[config.mk]
export PLATFORM = sky130hd
export DESIGN_NAME = relay_bank_threshold_controller_flat
export DESIGN_NICKNAME = d
export VERILOG_FILES = /design/src/hdl/rbtc_pkg.sv /design/src/hdl/rbtc_cmd_if.sv /design/src/hdl/rbtc_rsp_if.sv /design/src/hdl/rbtc_exec.sv /design/src/hdl/relay_bank_threshold_controller.sv /design/src/flat_wrapper.sv
export SDC_FILE = /design/constraint.sdc
export NUM_CORES = 1
export LEC_CHECK = 0
export BUFFER_PORTS_ARGS = -buffer_cell sky130_fd_sc_hd__clkbuf_2
export CAP_MARGIN = 20
export CORE_MARGIN = 5
export CORE_UTILIZATION = 30
export CTS_CLUSTER_DIAMETER = 60
export DETAILED_ROUTE_END_ITERATION = 8
export PLACE_DENSITY = 0.48
export SLEW_MARGIN = 25
export SYNTH_ARGS = -nofsm -noshare
export SYNTH_HDL_FRONTEND = slang
export SYNTH_HIERARCHICAL = 1
export SYNTH_SLANG_ARGS = --single-unit
[constraint.sdc]
create_clock -name clk -period 8.4 [get_ports clk]
set_input_delay 1.68 -clock clk [delete_from_list [all_inputs] [get_ports clk]]
set_output_delay 1.68 -clock clk [all_outputs]
set_load 0.005 [all_outputs]
[src/hdl/rbtc_pkg.sv]
// Shared types and constants for the relay bank threshold controller.
`default_nettype none

package rbtc_pkg;

    localparam int SLOT_COUNT = 8;
    localparam int SLOT_W     = 3;
    localparam int MASK_W     = 8;
    localparam int INDEX_W    = 4;
    localparam int OPCODE_W   = 3;
    localparam int METER_W    = 16;

    // 250.0 V, 200.0 V in 0.1 V units; 50.00 A in 0.01 A units
    localparam logic [METER_W-1:0] VOLT_HIGH_RESET = 16'd2500;
    localparam logic [METER_W-1:0] VOLT_LOW_RESET  = 16'd2000;
    localparam logic [METER_W-1:0] CURR_HIGH_RESET = 16'd5000;
    localparam logic [MASK_W-1:0]  ALL_ON_PATTERN  = 8'hFF;

    typedef enum logic [OPCODE_W-1:0] {
        OP_SET_ONE    = 3'd0,
        OP_SET_ALL    = 3'd1,
        OP_TOGGLE     = 3'd2,
        OP_POWER_FAIL = 3'd3,
        OP_SET_MODE   = 3'd4,
        OP_SET_LIMITS = 3'd5,
        OP_SAMPLE     = 3'd6,
        OP_QUERY      = 3'd7
    } opcode_t;

    typedef struct packed {
        opcode_t              opcode;
        logic [INDEX_W-1:0]   relay_index;
        logic                 turn_on;
        logic [MASK_W-1:0]    new_mask;
        logic                 manual_flag;
        logic                 auto_flag;
        logic [METER_W-1:0]   bus_voltage;
        logic [METER_W-1:0]   channel_current;
        logic                 sensor_present;
        logic [METER_W-1:0]   voltage_high_limit;
        logic [METER_W-1:0]   voltage_low_limit;
        logic [METER_W-1:0]   current_high_limit;
    } cmd_t;

    typedef struct packed {
        logic [MASK_W-1:0] relay_outputs;
        logic              outputs_written;
        logic              safe_mode;
        logic              index_error;
        logic              selected_on;
    } rsp_t;

endpackage

`default_nettype wire

[src/hdl/rbtc_cmd_if.sv]
// Command channel: one opcode word with its operands.
`default_nettype none

interface rbtc_cmd_if;
    logic        valid;
    logic        ready;
    logic [2:0]  opcode;
    logic [3:0]  relay_index;
    logic        turn_on;
    logic [7:0]  new_mask;
    logic        manual_flag;
    logic        auto_flag;
    logic [15:0] bus_voltage;
    logic [15:0] channel_current;
    logic        sensor_present;
    logic [15:0] voltage_high_limit;
    logic [15:0] voltage_low_limit;
    logic [15:0] current_high_limit;

    modport source (
        output valid, opcode, relay_index, turn_on, new_mask, manual_flag, auto_flag,
               bus_voltage, channel_current, sensor_present, voltage_high_limit,
               voltage_low_limit, current_high_limit,
        input  ready
    );

    modport sink (
        input  valid, opcode, relay_index, turn_on, new_mask, manual_flag, auto_flag,
               bus_voltage, channel_current, sensor_present, voltage_high_limit,
               voltage_low_limit, current_high_limit,
        output ready
    );
endinterface

`default_nettype wire

[src/hdl/rbtc_rsp_if.sv]
// Response channel: relay status word after each command.
`default_nettype none

interface rbtc_rsp_if;
    logic       valid;
    logic       ready;
    logic [7:0] relay_outputs;
    logic       outputs_written;
    logic       safe_mode;
    logic       index_error;
    logic       selected_on;

    modport source (
        output valid, relay_outputs, outputs_written, safe_mode, index_error, selected_on,
        input  ready
    );

    modport sink (
        input  valid, relay_outputs, outputs_written, safe_mode, index_error, selected_on,
        output ready
    );
endinterface

`default_nettype wire

[src/hdl/rbtc_exec.sv]
// Relay state, limit tables and the per-command update logic.
`default_nettype none

module rbtc_exec #(
    parameter int RELAY_COUNT     = 8,
    parameter int SENSED_CHANNELS = 8
) (
    input  wire logic          clk,
    input  wire logic          rst_n,
    input  wire logic          en,
    input  wire rbtc_pkg::cmd_t cmd,
    output rbtc_pkg::rsp_t     rsp
);
    import rbtc_pkg::*;

    localparam logic [MASK_W-1:0]  BANK_MASK   = MASK_W'((1 << RELAY_COUNT) - 1);
    localparam logic [INDEX_W-1:0] RELAY_LIMIT = INDEX_W'(RELAY_COUNT);
    localparam logic [INDEX_W-1:0] SENSE_LIMIT = INDEX_W'(SENSED_CHANNELS);

    logic [MASK_W-1:0]  on_reg, on_next;
    logic [MASK_W-1:0]  manual_reg, manual_next;
    logic [MASK_W-1:0]  auto_reg, auto_next;
    logic               safe_reg, safe_next;
    logic [METER_W-1:0] vh_reg [SLOT_COUNT];
    logic [METER_W-1:0] vl_reg [SLOT_COUNT];
    logic [METER_W-1:0] ch_reg [SLOT_COUNT];

    logic               idx_ok;
    logic               sensed;
    logic [SLOT_W-1:0]  slot;
    logic [MASK_W-1:0]  sel;
    logic               cur_on;
    logic               sample_on;
    logic               written;
    logic               err;
    logic               limits_wr;

    always_comb
    begin
        idx_ok    = cmd.relay_index < RELAY_LIMIT;
        sensed    = cmd.relay_index < SENSE_LIMIT;
        slot      = cmd.relay_index[SLOT_W-1:0];
        sel       = MASK_W'(1) << slot;
        cur_on    = on_reg[slot];

        // voltage check first, then the overcurrent trip wins
        if (cmd.bus_voltage > vh_reg[slot])
            sample_on = 1'b0;
        else if (cmd.bus_voltage < vl_reg[slot])
            sample_on = 1'b1;
        else
            sample_on = cur_on;
        if (sensed && cmd.sensor_present && (cmd.channel_current > ch_reg[slot]))
            sample_on = 1'b0;

        on_next     = on_reg;
        manual_next = manual_reg;
        auto_next   = auto_reg;
        safe_next   = safe_reg;
        written     = 1'b0;
        err         = 1'b0;
        limits_wr   = 1'b0;

        unique case (cmd.opcode)
            OP_SET_ALL:
            begin
                on_next = cmd.new_mask & BANK_MASK;
                written = 1'b1;
            end
            OP_POWER_FAIL:
            begin
                safe_next   = 1'b1;
                manual_next = BANK_MASK;
                auto_next   = '0;
                on_next     = ALL_ON_PATTERN & BANK_MASK;
                written     = 1'b1;
            end
            OP_SET_ONE:
            begin
                err = !idx_ok;
                if (idx_ok)
                begin
                    on_next = (cmd.turn_on ? (on_reg | sel) : (on_reg & ~sel)) & BANK_MASK;
                    written = 1'b1;
                end
            end
            OP_TOGGLE:
            begin
                err = !idx_ok;
                if (idx_ok)
                begin
                    on_next = (on_reg ^ sel) & BANK_MASK;
                    written = 1'b1;
                end
            end
            OP_SET_MODE:
            begin
                err = !idx_ok;
                if (idx_ok)
                begin
                    manual_next = (cmd.manual_flag ? (manual_reg | sel) : (manual_reg & ~sel))
                                  & BANK_MASK;
                    if (cmd.manual_flag)
                        auto_next = auto_reg & ~sel & BANK_MASK;
                end
            end
            OP_SET_LIMITS:
            begin
                err = !idx_ok;
                if (idx_ok)
                begin
                    auto_next = (cmd.auto_flag ? (auto_reg | sel) : (auto_reg & ~sel))
                                & BANK_MASK;
                    limits_wr = 1'b1;
                end
            end
            OP_SAMPLE:
            begin
                err = !idx_ok;
                if (idx_ok && !manual_reg[slot] && auto_reg[slot] && (sample_on != cur_on))
                begin
                    on_next = (sample_on ? (on_reg | sel) : (on_reg & ~sel)) & BANK_MASK;
                    written = 1'b1;
                end
            end
            OP_QUERY:
            begin
                err = !idx_ok;
            end
            default:
            begin
                err = !idx_ok;
            end
        endcase

        rsp.relay_outputs   = on_next;
        rsp.outputs_written = written;
        rsp.safe_mode       = safe_next;
        rsp.index_error     = err;
        rsp.selected_on     = idx_ok ? on_next[slot] : 1'b0;
    end

    always_ff @(posedge clk or negedge rst_n)
    begin
        if (!rst_n)
        begin
            on_reg     <= '0;
            manual_reg <= BANK_MASK;
            auto_reg   <= '0;
            safe_reg   <= 1'b0;
            for (int i = 0; i < SLOT_COUNT; i++)
            begin
                vh_reg[i] <= VOLT_HIGH_RESET;
                vl_reg[i] <= VOLT_LOW_RESET;
                ch_reg[i] <= CURR_HIGH_RESET;
            end
        end
        else if (en)
        begin
            on_reg     <= on_next;
            manual_reg <= manual_next;
            auto_reg   <= auto_next;
            safe_reg   <= safe_next;
            if (limits_wr)
            begin
                vh_reg[slot] <= cmd.voltage_high_limit;
                vl_reg[slot] <= cmd.voltage_low_limit;
                ch_reg[slot] <= cmd.current_high_limit;
            end
        end
    end

endmodule

`default_nettype wire

[src/hdl/relay_bank_threshold_controller.sv]
// Relay bank threshold controller: top level with command and response registers.
// Takes one command word per clock and returns exactly one status word for each,
// in order. A command is captured in an input register and applied to the relay
// state at the next clock edge at which the response register is free; that same
// edge loads its status word and sets rsp.valid. Sustained rate is one word per
// cycle while the receiver takes each status word, set by the single update stage
// that reads and writes the relay masks and limit tables; the response register
// lets a new command enter while a status word waits.
`default_nettype none

module relay_bank_threshold_controller #(
    parameter int RELAY_COUNT     = 8,
    parameter int SENSED_CHANNELS = 8
) (
    input  wire logic  clk,
    input  wire logic  rst_n,
    rbtc_cmd_if.sink   cmd,
    rbtc_rsp_if.source rsp
);
    import rbtc_pkg::*;

    cmd_t   cmd_reg;
    logic   cmd_valid_reg, cmd_valid_next;
    rsp_t   rsp_reg;
    logic   rsp_valid_reg;
    rsp_t   exec_rsp;
    logic   rsp_free;
    logic   advance;
    logic   cmd_take;

    assign rsp_free       = !rsp_valid_reg || rsp.ready;
    assign advance        = cmd_valid_reg && rsp_free;
    assign cmd.ready      = !cmd_valid_reg || rsp_free;
    assign cmd_take       = cmd.valid && cmd.ready;
    assign cmd_valid_next = cmd_take || (cmd_valid_reg && !rsp_free);

    always_ff @(posedge clk or negedge rst_n)
    begin
        if (!rst_n)
            cmd_valid_reg <= 1'b0;
        else
            cmd_valid_reg <= cmd_valid_next;
    end

    always_ff @(posedge clk)
    begin
        if (cmd_take)
        begin
            cmd_reg.opcode             <= opcode_t'(cmd.opcode);
            cmd_reg.relay_index        <= cmd.relay_index;
            cmd_reg.turn_on            <= cmd.turn_on;
            cmd_reg.new_mask           <= cmd.new_mask;
            cmd_reg.manual_flag        <= cmd.manual_flag;
            cmd_reg.auto_flag          <= cmd.auto_flag;
            cmd_reg.bus_voltage        <= cmd.bus_voltage;
            cmd_reg.channel_current    <= cmd.channel_current;
            cmd_reg.sensor_present     <= cmd.sensor_present;
            cmd_reg.voltage_high_limit <= cmd.voltage_high_limit;
            cmd_reg.voltage_low_limit  <= cmd.voltage_low_limit;
            cmd_reg.current_high_limit <= cmd.current_high_limit;
        end
    end

    rbtc_exec #(
        .RELAY_COUNT     (RELAY_COUNT),
        .SENSED_CHANNELS (SENSED_CHANNELS)
    ) u_exec (
        .clk   (clk),
        .rst_n (rst_n),
        .en    (advance),
        .cmd   (cmd_reg),
        .rsp   (exec_rsp)
    );

    always_ff @(posedge clk or negedge rst_n)
    begin
        if (!rst_n)
            rsp_valid_reg <= 1'b0;
        else if (rsp_free)
            rsp_valid_reg <= cmd_valid_reg;
    end

    always_ff @(posedge clk)
    begin
        if (advance)
            rsp_reg <= exec_rsp;
    end

    assign rsp.valid           = rsp_valid_reg;
    assign rsp.relay_outputs   = rsp_reg.relay_outputs;
    assign rsp.outputs_written = rsp_reg.outputs_written;
    assign rsp.safe_mode       = rsp_reg.safe_mode;
    assign rsp.index_error     = rsp_reg.index_error;
    assign rsp.selected_on     = rsp_reg.selected_on;

`ifndef SYNTHESIS
    // a rejected index never rewrites the outputs
    a_err_no_write: assert property (@(posedge clk) disable iff (!rst_n)
        rsp_valid_reg && rsp_reg.index_error |-> !rsp_reg.outputs_written)
        else $error("index error word reports an output rewrite");

    a_err_sel_off: assert property (@(posedge clk) disable iff (!rst_n)
        rsp_valid_reg && rsp_reg.index_error |-> !rsp_reg.selected_on)
        else $error("index error word reports selected relay on");

    // safe mode is sticky until reset
    a_safe_sticky: assert property (@(posedge clk) disable iff (!rst_n)
        rsp_valid_reg && $past(rsp_valid_reg && rsp_reg.safe_mode) |-> rsp_reg.safe_mode)
        else $error("safe mode dropped without reset");

    // nothing leaves the command register without a place in the response register
    a_no_drop: assert property (@(posedge clk) disable iff (!rst_n)
        advance |=> rsp_valid_reg)
        else $error("command word advanced but no response word held");
`endif

endmodule

`default_nettype wire

[src/flat_wrapper.sv]
// flat-port wrapper written by rule: the top's interface ports become plain ports
module relay_bank_threshold_controller_flat import rbtc_pkg::*;
#(
    parameter int RELAY_COUNT     = 8,
    parameter int SENSED_CHANNELS = 8
)
  (clk, rst_n, cmd_valid, cmd_opcode, cmd_relay_index, cmd_turn_on, cmd_new_mask, cmd_manual_flag, cmd_auto_flag, cmd_bus_voltage, cmd_channel_current, cmd_sensor_present, cmd_voltage_high_limit, cmd_voltage_low_limit, cmd_current_high_limit, cmd_ready, rsp_valid, rsp_relay_outputs, rsp_outputs_written, rsp_safe_mode, rsp_index_error, rsp_selected_on, rsp_ready);
  rbtc_cmd_if cmd_i ();
  rbtc_rsp_if rsp_i ();
  input  wire logic clk;
  input  wire logic rst_n;
  input wire logic [$bits(cmd_i.valid)-1:0] cmd_valid;
  input wire logic [$bits(cmd_i.opcode)-1:0] cmd_opcode;
  input wire logic [$bits(cmd_i.relay_index)-1:0] cmd_relay_index;
  input wire logic [$bits(cmd_i.turn_on)-1:0] cmd_turn_on;
  input wire logic [$bits(cmd_i.new_mask)-1:0] cmd_new_mask;
  input wire logic [$bits(cmd_i.manual_flag)-1:0] cmd_manual_flag;
  input wire logic [$bits(cmd_i.auto_flag)-1:0] cmd_auto_flag;
  input wire logic [$bits(cmd_i.bus_voltage)-1:0] cmd_bus_voltage;
  input wire logic [$bits(cmd_i.channel_current)-1:0] cmd_channel_current;
  input wire logic [$bits(cmd_i.sensor_present)-1:0] cmd_sensor_present;
  input wire logic [$bits(cmd_i.voltage_high_limit)-1:0] cmd_voltage_high_limit;
  input wire logic [$bits(cmd_i.voltage_low_limit)-1:0] cmd_voltage_low_limit;
  input wire logic [$bits(cmd_i.current_high_limit)-1:0] cmd_current_high_limit;
  output wire logic [$bits(cmd_i.ready)-1:0] cmd_ready;
  output wire logic [$bits(rsp_i.valid)-1:0] rsp_valid;
  output wire logic [$bits(rsp_i.relay_outputs)-1:0] rsp_relay_outputs;
  output wire logic [$bits(rsp_i.outputs_written)-1:0] rsp_outputs_written;
  output wire logic [$bits(rsp_i.safe_mode)-1:0] rsp_safe_mode;
  output wire logic [$bits(rsp_i.index_error)-1:0] rsp_index_error;
  output wire logic [$bits(rsp_i.selected_on)-1:0] rsp_selected_on;
  input wire logic [$bits(rsp_i.ready)-1:0] rsp_ready;
  assign cmd_i.valid = cmd_valid;
  assign cmd_i.opcode = cmd_opcode;
  assign cmd_i.relay_index = cmd_relay_index;
  assign cmd_i.turn_on = cmd_turn_on;
  assign cmd_i.new_mask = cmd_new_mask;
  assign cmd_i.manual_flag = cmd_manual_flag;
  assign cmd_i.auto_flag = cmd_auto_flag;
  assign cmd_i.bus_voltage = cmd_bus_voltage;
  assign cmd_i.channel_current = cmd_channel_current;
  assign cmd_i.sensor_present = cmd_sensor_present;
  assign cmd_i.voltage_high_limit = cmd_voltage_high_limit;
  assign cmd_i.voltage_low_limit = cmd_voltage_low_limit;
  assign cmd_i.current_high_limit = cmd_current_high_limit;
  assign cmd_ready = cmd_i.ready;
  assign rsp_valid = rsp_i.valid;
  assign rsp_relay_outputs = rsp_i.relay_outputs;
  assign rsp_outputs_written = rsp_i.outputs_written;
  assign rsp_safe_mode = rsp_i.safe_mode;
  assign rsp_index_error = rsp_i.index_error;
  assign rsp_selected_on = rsp_i.selected_on;
  assign rsp_i.ready = rsp_ready;
  relay_bank_threshold_controller #(.RELAY_COUNT(RELAY_COUNT), .SENSED_CHANNELS(SENSED_CHANNELS)) u_core (.clk(clk), .rst_n(rst_n), .cmd(cmd_i), .rsp(rsp_i));
endmodule
# Word level (Yosys, flattened, before mapping)
# Cells that the tools add are included.
[word_totals]
regBits = 522
input_bits = 103
elab_cells = 145
[classes]
shifts = 1
bitwise_logic = 9
n_eq_ne = 11
n_lt_le_gt_ge = 7
muxes = 44
reduce_logical = 26
[op_table]
columns = ["cell", "n"]
rows = [
  ["128-bit bitwise mux", 3],
  ["16-bit binary-select mux with 3-bit select", 3],
  ["16-bit two-way mux", 7],
  ["8-bit two-way mux", 11],
  ["16-bit demux with 3-bit select", 1],
  ["8-bit case mux with 5 select lines", 1],
  ["16-bit greater-than comparator", 2],
  ["8-bit bitwise AND", 3],
  ["8-bit bitwise OR", 3],
  ["8-bit case mux with 3 select lines", 1],
  ["16-bit less-than comparator", 1],
  ["8-bit case mux with 2 select lines", 1],
  ["1-bit binary-select mux with 3-bit select", 4],
  ["3-bit equality test, second input constant", 4],
  ["1-bit two-way mux", 11],
  ["1-bit logical AND", 9],
  ["8-bit NOT", 1],
  ["1-bit by 3-bit left shift with 8-bit output, first input constant", 1],
  ["8-bit bitwise XOR", 1],
  ["3-bit by 2-bit equality test with 1-bit output, second input constant", 2],
  ["6-bit OR reduction", 1],
  ["1-bit logical NOT", 5],
  ["5-bit AND reduction", 1],
  ["4-bit greater-or-equal comparator, second input constant", 1],
  ["other kinds (16)", 20],
]

# Depth between registers and ports, before layout
# Gate-level depths: netlist of run 1.
[depth]
word_depth = 14
depth_mapped = 16
mapped_depth_nobuf = 13

# Hierarchy
# Netlist of run 1, hierarchy kept.
[modules_own_cells]
columns = ["module", "instances", "area_per_inst_um2", "seq_area_each_um2", "cells_per_inst"]
rows = [
  ["rbtc_exec", 1, 20295.7, 10405.0, 1415],
  ["relay_bank_threshold_controller", 1, 3437.0, 3383.2, 119],
]

# Worst setup path before layout of run 1
# No wires, ideal clock.
[synth_path]
kind = "reg-to-reg"
start = "register u_core/cmd_reg[92] (netlist name)"
end = "register u_core.rsp_reg (netlist bit u_core/rsp.selected_on) (data pin)"
stages_incl_launch_ff = 17
setup_time_ns = 0.170
path_buffers = 4
t_arrival_ns = 4.427
required_ns = 8.230
setup_slack_ns = 3.804
path_cell_list = "edfxtp_1 buf_6 clkbuf_1 clkbuf_1 buf_1 mux4_2 mux2i_1 ha_1 a2111oi_0 nand3_1 o2111ai_1 o21ai_0 a2111oi_4 nor2_2 a221oi_2 o211ai_1 nor4_2"
[synth_rtl]
columns = ["item", "line_no", "text"]
rows = [
  ["from (decl)", "relay_bank_threshold_controller.sv:22", "cmd_t cmd_reg;"],
  ["to (signal assigned)", "relay_bank_threshold_controller.sv:86", "rsp_reg <= exec_rsp;"],
  ["to (decl)", "relay_bank_threshold_controller.sv:24", "rsp_t rsp_reg;"],
]

==> results.cfg, run 1 <==
[outcome]
status = complete, no violations

[routing]
wl_met1_um = 29100
avgRoutedWirePerCell_um = 22.5
postRouteAntennaNets = 0
vias = 13671
wl_um = 61900
remaining_drc_errors = 0
viasPerCell = 4.98
topRoutingLayerUsed = met5
wl_met3_um = 2710
wl_met2_um = 28600
drt_first_pass_iters = 6
drtIter0Drc = 847

[yosys]
netlist_top_cells_area = dfrtp_1, mux2_2, dfstp_2
async_flop_share_pct = 78.7
synth_nets = 1684
synth_most_common_cell = mux2_2
ys_seq_area_share_pct = 58.1
yosysTopAreaCell = dfrtp_1
ys_ff_latch = 522
synthTopCellsByCount = mux2_2, dfrtp_1, dfstp_2
ys_types = 72
yosys_warnings = 6
netlist.area_leader.share_pct = 29.0
syn-cell-area_um2 = 23700
synthFlopType = dfrtp_1
synth_edf_count = 111
syn_inst = 1534
avgSynthCellArea_um2 = 15.5

[worst_setup_path]
crit_path_start_kind = flop
path_cells = buf_4 > mux4_2 > mux2i_1 > ha_1 > a2111oi_0 > nand3_1 > o2111ai_1 > o21ai_0 > a2111oi_4 > nor2_2 > a221oi_2 > o211ai_1 > nor4_2
worst_r2r_path_depth = 13
path_delay_family = compound AO/OA/AOI/OAI gates
crit_type = reg -> reg
cp_slowest_cell = buf_4
slowest_delay_ps = 680
arrival_ps = 5570
cp_max_fo = 48
critPathRequiredTime_ps = 8840
worst-path-stages = 13
critPathBufInv = 1
end_kind = flop

[global_routing]
grt_pass1_vias = 14642
grt_max_degree = 165
grt_pass1_wl_um = 94600
grt_usage_pct = 14.4
grt_antenna_before_repair = 3
grt-ovfl-total = 0

[place]
place_inst = 2628
dp_hpwl_um = 36700
portBuffers = 116
gp_congestion = 0.838
place_ws_ps = 3210

[pwr]
power_frac_comb_pct = 9.9
peakVddDrop_uv = 193
power_leakage_nw = 11.9
intPower_mw = 4.81
seqPwrFrac_pct = 47.4
p_total_mw = 6.37
powerDensity_nw_per_um2 = 231
p_clk_share_pct = 42.6
net-switching-power_mw = 1.55
p_sw_share_pct = 24.4

[timing]
fin_crit_sh_pct = 61.0
hold_slack_ps = 468
setup_slack_ps = 3270
maxSlewHeadroom_pct = 29.3
tightest_slew_ps = 1060
finalSetupTns_ps = 0
final_hold_viol_count = 0
setup_viol_count_final = 0
maxSlewViolCount = 0
period_needed_ps = 5130
fmax_mhz = 195
skew_ps = 20.9
rsz0062_at_grt = false

[floorplanning]
top_level_ports = 117
die_area_um2 = 84800
start_util_pct = 30.1
fp.dieW_um = 291
die_y_um = 291
fp-row-count = 103
core_area_um2 = 78700

[clock_tree]
clk_path_buf_depth = 3
insertion_delay_ps = 630
cts-resized-gates = 0
path_clk_slew_ps = 70
post_cts_buffers = 0
htreeDepth = 2
cts_root_buf = clkbuf_16
cts_buffers = 61
hold_buffers = 0
clock-sinks = 522
cts_tree = yes

[min_path]
whs_path_depth = 1
holdCritPathClass = reg -> reg

[layout]
area_growth_pct = 16.3
layout.nets = 1792
final_cells = 2745
layout-drive-gt1-share_pct = 52.1
diodes = 0

[flow_run]
max_cap_violations = 0
[per-layer routing]
metal	track usage, %	up-vias
li1	-	6050
met1	20.7	7247
met2	22.7	280
met3	2.54	90
met4	3.55	4
met5	0	-
[power groups by stage]
| stage | Combinational (mW) | Clock, mW | Sequential (mW) |
|---|---|---|---|
| floorplan | 0.449 | 0 | 2.99 |
| global placement | 0.626 | 0 | 3.05 |
| detailed placement | 0.641 | 0 | 3.06 |
| CTS | 0.644 | 2.82 | 3.02 |
| global route | 0.704 | 2.92 | 3.05 |
| finish | 0.633 | 2.71 | 3.02 |
[cell type report]
cell class	count	area, um2
inverters	9	33.8
flip-flops and latches	522	13800
clock buffers	77	1640
multi-input cells	914	9580
fillers	7489	51200
repair buffers	134	800
clock inverters	39	440
well taps	1050	1310
[logic make-up (layout without fill, tap and decap cells)]
kind of cell,Yosys count,count (layout),share of synthesized area (%)
simple gates,178,178,3.81
fa+ha+maj,47,47,2.48
flops,522,522,58.1
buf+inv,98,259,1.66
mux,534,534,29.6
compound gates,155,155,4.31
[stage by stage]
stage / instance area [um2] / util (%)
4_1_cts: 27600 / 35.0
5_1_grt: 27600 / 35.0
3_3_place_gp: 25500 / 32.4
3_5_place_dp: 25500 / 32.4
2_1_floorplan: 23700 / -
6_report: 27600 / 35.0
[cell usage in the layout (no fill, tap or decap), types with 12 or more instances in the layout]
master	count
edfxtp_1	111
dfstp_2	136
mux2_2	390
buf_4	12
nor2_1	35
ha_1	47
o21ai_0	38
clkbuf_2	115
mux4_2	96
nand2_1	48
a21oi_1	42
nand3_1	17
clkinv_2	13
dfrtp_1	275
nand2b_1	18
clkbuf_16	61
mux2i_1	47
[worst paths after layout]
kind	start	endpoint	slack, ps
setup / recovery	u_core/cmd_reg[92]	u_core/rsp.selected_on	3270
hold / removal	u_core/u_exec/safe_reg	u_core/u_exec/safe_reg	470
setup reg to reg	u_core/cmd_reg[92]	u_core/rsp.selected_on	3270
hold reg to reg	u_core/u_exec/safe_reg	u_core/u_exec/safe_reg	470
min in group asynchronous	rst_n	u_core/u_exec/ch_reg[59]	960
max in group asynchronous	rst_n	u_core/u_exec/vh_reg[5]	5750
[worst reg2reg max path, delay by kind of cell, from the launching register on]
family / cells / cell delay [ps]
buf+inv: 1 / 680
compound gates: 6 / 2180
flops: 1 / 440
fa+ha+maj: 1 / 290
mux: 2 / 880
simple gates: 3 / 490
No activity file was read; power rests on OpenSTA's default activity.
==> run 2, diff against run 1 <==
--- a/config.mk
+++ b/config.mk
@@ -11,7 +11,7 @@
 export CORE_UTILIZATION = 30
 export CTS_CLUSTER_DIAMETER = 60
 export DETAILED_ROUTE_END_ITERATION = 8
-export PLACE_DENSITY = 0.48
+export PLACE_DENSITY = 0.49
 export SLEW_MARGIN = 25
 export SYNTH_ARGS = -nofsm -noshare
 export SYNTH_HDL_FRONTEND = slang
==> constraint.sdc (replaced) <==
create_clock -name clk -period 4.6 [get_ports clk]
set_input_delay 0.92 -clock clk [delete_from_list [all_inputs] [get_ports clk]]
set_output_delay 0.92 -clock clk [all_outputs]
set_load 0.005 [all_outputs]
==> run 2 against run 1 <==
  * Sequential power grew 82%
  * Sequential cell count unchanged
  * Routed wire length is essentially flat
  * Sequential share of layout area down 0.84 points
  * Clock skew grew 16 ps
  * Power grew 84%
  * Combinational power rose by 90%
  * Maximum frequency grew 18%
  * Highest routed layer is now met4
==> results.cfg, run 2 (synthesized netlist as in run 1, its figures left out) <==
[clock_tree]
cts-resized-gates = 0
clk_path_buf_depth = 3
hold_buffers = 0
insertion_delay_ps = 650
post_cts_buffers = 0
path_clk_slew_ps = 60
clock-sinks = 522
htreeDepth = 2
cts_tree = yes
cts_buffers = 61
cts_root_buf = clkbuf_16

[routing]
wl_um = 61900
drtIter0Drc = 830
drt_first_pass_iters = 5
avgRoutedWirePerCell_um = 22.3
vias = 13761
viasPerCell = 4.96
postRouteAntennaNets = 0
remaining_drc_errors = 0

[timing]
period_needed_ps = 4330
setup_slack_ps = 267
fin_crit_sh_pct = 94.2
final_hold_viol_count = 0
fmax_mhz = 231
setup_viol_count_final = 0
tightest_slew_ps = 1020
maxSlewViolCount = 0
maxSlewHeadroom_pct = 32.2
skew_ps = 37.0
finalSetupTns_ps = 0
hold_slack_ps = 326

[global_routing]
grt_pass1_vias = 15033
grt_pass1_wl_um = 96200
grt_antenna_before_repair = 1
grt-ovfl-total = 0
grt_usage_pct = 14.6
grt_max_degree = 89

[floorplanning]
die_area_um2 = 84800
fp-row-count = 103
start_util_pct = 30.1
top_level_ports = 117
fp.dieW_um = 291
core_area_um2 = 78700
die_y_um = 291

[place]
place_ws_ps = 182
place_inst = 2657
dp_hpwl_um = 37900
gp_congestion = 0.850
portBuffers = 116
placed_area_um2 = 25900

[worst_setup_path]
arrival_ps = 4700
cp_slowest_cell = mux4_2
end_kind = flop
path_cells = buf_12 > buf_12 > mux4_2 > mux2i_2 > ha_1 > nand4_1 > nor4_1 > buf_4 > o2111ai_1 > o21ai_0 > buf_4 > a2111oi_4 > buf_4 > a21boi_1 > o21bai_1 > a221oi_1 > nor4_2
critPathRequiredTime_ps = 4960
crit_type = reg -> reg
cp_max_fo = 21
crit_path_frequent_cell = buf_4
slowest_delay_ps = 540
cp-startpoint = u_core/cmd_reg[92]
worst_r2r_startpoint = u_core/cmd_reg[92]
crit_path_start_kind = flop

[layout]
area_growth_pct = 18.3
final_common_cell = mux2_2
diodes = 0
layout-drive-gt1-share_pct = 53.0
layout.nets = 1821
layout_common_cells = mux2_2, dfrtp_1, dfstp_2, clkbuf_2, edfxtp_1
final_cells = 2774
fillCellCount = 7456
fin_util_pct = 35.6
final_area_um2 = 28100

[pwr]
powerDensity_nw_per_um2 = 417
peakVddDrop_uv = 310
p_total_mw = 11.7
power_leakage_nw = 12.2

[flow_run]
max_cap_violations = 0

[min_path]
holdCritPathClass = in -> async

[outcome]
status = complete, no violations
run 2: cell types whose count changed in the layout (fill, tap and decap cells not counted), moves of 2 or more:
cell and delta:
buf_4 +15, buf_12 +14, clkbuf_8 +9, clkinv_2 -5, bufinv_16 -4, clkinvlp_4 -4, clkbuf_16 +3, clkinv_1 +2
run 2: cell type report:
type / count / area, um2 / share of cell area, %
flip-flops and latches: 522 / 13800 / 49.1
multi-input cells: 914 / 9590 / 34.2
clock buffers: 88 / 1830 / 6.53
well taps: 1050 / 1310 / 4.68
repair buffers: 163 / 1210 / 4.31
clock inverters: 28 / 298 / 1.06
inverters: 9 / 35.0 / 0.125
run 2: critical path, delay by kind of cell, from the launching register on:
kind	cells	cell delay (ps)
compound gates	6	860
fa+ha+maj	1	180
buf+inv	5	1020
flops	1	440
mux	2	820
simple gates	3	680
run 2: worst paths after layout:
path	to	slack, ps	cells after the start
max	u_core/rsp.selected_on	270	17
max in group asynchronous	u_core/u_exec/ch_reg[67]	3290	2
max reg2reg	u_core/rsp.selected_on	270	17
min reg2reg	u_core/u_exec/safe_reg	470	1
min in group clk	u_core/cmd_reg[65]	450	1
min	u_core/u_exec/ch_reg[123]	330	1
run 2: metal layers:
metal  vias up  global-route usage [%]  routed length [um]
met1      7256                    20.6               28600
met2       301                    23.5               29100
li1       6109                       -                   -
met4         0                    3.63                1420
met5         -                       0                   0
met3        95                    2.53                2750
run 2: power by group:
group | switching (mW) | internal (mW)
clock network | 2.00 | 3.00
registers | 0.284 | 5.23
logic | 0.572 | 0.623
total | 2.86 | 8.85
==> run 3, diff against run 2 <==
--- a/config.mk
+++ b/config.mk
@@ -12,6 +12,7 @@
 export CTS_CLUSTER_DIAMETER = 60
 export DETAILED_ROUTE_END_ITERATION = 8
 export PLACE_DENSITY = 0.49
+export REMOVE_ABC_BUFFERS = 1
 export SLEW_MARGIN = 25
 export SYNTH_ARGS = -nofsm -noshare
 export SYNTH_HDL_FRONTEND = slang
==> run 3 against run 2 <==
  * First-iteration DRC count down 13%
  * Sequential power about the same
  * Combinational power about the same
  * Register-to-register slack worse by 30 ps
  * Clock skew down 4.8 ps
  * Largest cell class unchanged
==> results.cfg, run 3 (synthesized netlist as in run 1, its figures left out) <==
[outcome]
status = complete, no violations

[place]
dp_hpwl_um = 37700
gp_congestion = 0.848
portBuffers = 116
place_inst = 2661

[global_routing]
met2_usage_pct = 22.5
use_met3_pct = 2.66
grt_antenna_before_repair = 0
grt_pass1_vias = 14845
grtUsageMet1_pct = 19.8
busiest_layer = met2
grt-ovfl-total = 0
grt_usage_pct = 14.0
grt_pass1_wl_um = 93000
grt_max_degree = 89

[floorplanning]
die_y_um = 291
fp.dieW_um = 291
die_area_um2 = 84800
fp-row-count = 103
top_level_ports = 117
start_util_pct = 30.1
core_area_um2 = 78700

[clock_tree]
hold_buffers = 0
cts_tree = yes
cts_buffers = 68
clock-sinks = 522
insertion_delay_ps = 610
htreeDepth = 3
path_clk_slew_ps = 60
cts_root_buf = clkbuf_16
clk_path_buf_depth = 3

[timing]
fin_crit_sh_pct = 94.9
fmax_mhz = 229
final_hold_viol_count = 0
maxSlewViolCount = 0
period_needed_ps = 4370
tightest_slew_ps = 805
skew_ps = 32.1
hold_slack_ps = 309
setup_viol_count_final = 0
maxSlewHeadroom_pct = 46.1
rsz0062_at_grt = false

[routing]
drt_first_pass_iters = 5
drtIter0Drc = 726
vias = 13717
avgRoutedWirePerCell_um = 21.4
wl_um = 59600
viasPerCell = 4.92
remaining_drc_errors = 0
postRouteAntennaNets = 0

[pwr]
p_total_mw = 12.2
power_leakage_nw = 12.3
powerDensity_nw_per_um2 = 431
peakVddDrop_uv = 239

[worst_setup_path]
end_kind = flop
arrival_ps = 4790
cp_max_fo = 13
crit_type = reg -> reg
critPathRequiredTime_ps = 5020
crit_path_start_kind = flop

[layout]
final_common_cell = mux2_2
area_growth_pct = 19.2
fin_util_pct = 35.9
layout.nets = 1831
final_cells = 2787
layout_common_cells = mux2_2, dfrtp_1, dfstp_2, clkbuf_2, edfxtp_1
diodes = 0
layout-drive-gt1-share_pct = 53.7

[min_path]
holdCritPathClass = in -> async

[flow_run]
max_cap_violations = 0
==> run 3: what timing repair did <==
action                                  CTS  global route
resized for setup                         0             5
endpoints found under the setup margin    0             3
buffers inserted                          0             0
==> run 3: metrics by stage <==
step	cell area, um2	TNS [ps]	worst slack, ps
floorplan	23400	-715390	-3010
global placement	25900	0	263
detailed placement	25900	0	231
CTS	28300	0	220
global route	28300	0	11.5
finish	28300	0	235
==> run 3: report_power, final <==
group,internal [mW],leakage [nW],switching (mW)
sequential,5.23,6.22,0.281
combinational,0.614,4.93,0.568
clock,3.42,1.17,2.08
==> run 3: final timing paths <==
kind | start | slack (ps) | to | cells after the start
worst max register to register | u_core/cmd_reg[92] | 230 | u_core/rsp.selected_on | 15
worst min register to register | u_core/u_exec/safe_reg | 460 | u_core/u_exec/safe_reg | 1
worst min-delay path | rst_n | 310 | u_core/rsp.valid | 1
max in group asynchronous | rst_n | 3270 | u_core/u_exec/ch_reg[73] | 2
min in group clk | u_core/u_exec/safe_reg | 460 | u_core/u_exec/safe_reg | 1
worst max-delay path | u_core/cmd_reg[92] | 230 | u_core/rsp.selected_on | 15
==> run 3: per-layer routing <==
layer / share of wire (%) / wire length [um] / up-vias
met4: 2.1 / 1260 / 0
li1: - / - / 6144
met3: 3.7 / 2200 / 84
met5: 0 / 0 / -
met1: 47 / 28100 / 7231
met2: 47 / 28000 / 258
==> run 3: cell type report <==
class	count	area (um2)
clock buffers	97	2050
clock inverters	29	339
fillers	7480	50400
inverters	9	35.0
multi-input cells	914	9590
flip-flops and latches	522	13800
well taps	1050	1310
repair buffers	166	1180
==> run 3: critical path, cell delays in order (launching register included) <==
cell,delay [ps]
edfxtp_1,440
buf_12,190
buf_12,180
mux4_2,520
mux2i_1,210
ha_1,280
nand4_1,250
nor4_1,110
buf_4,150
or4_1,510
a311oi_1,350
a21o_1,260
nor2_2,110
a221oi_2,320
o211ai_1,150
nor4_2,140
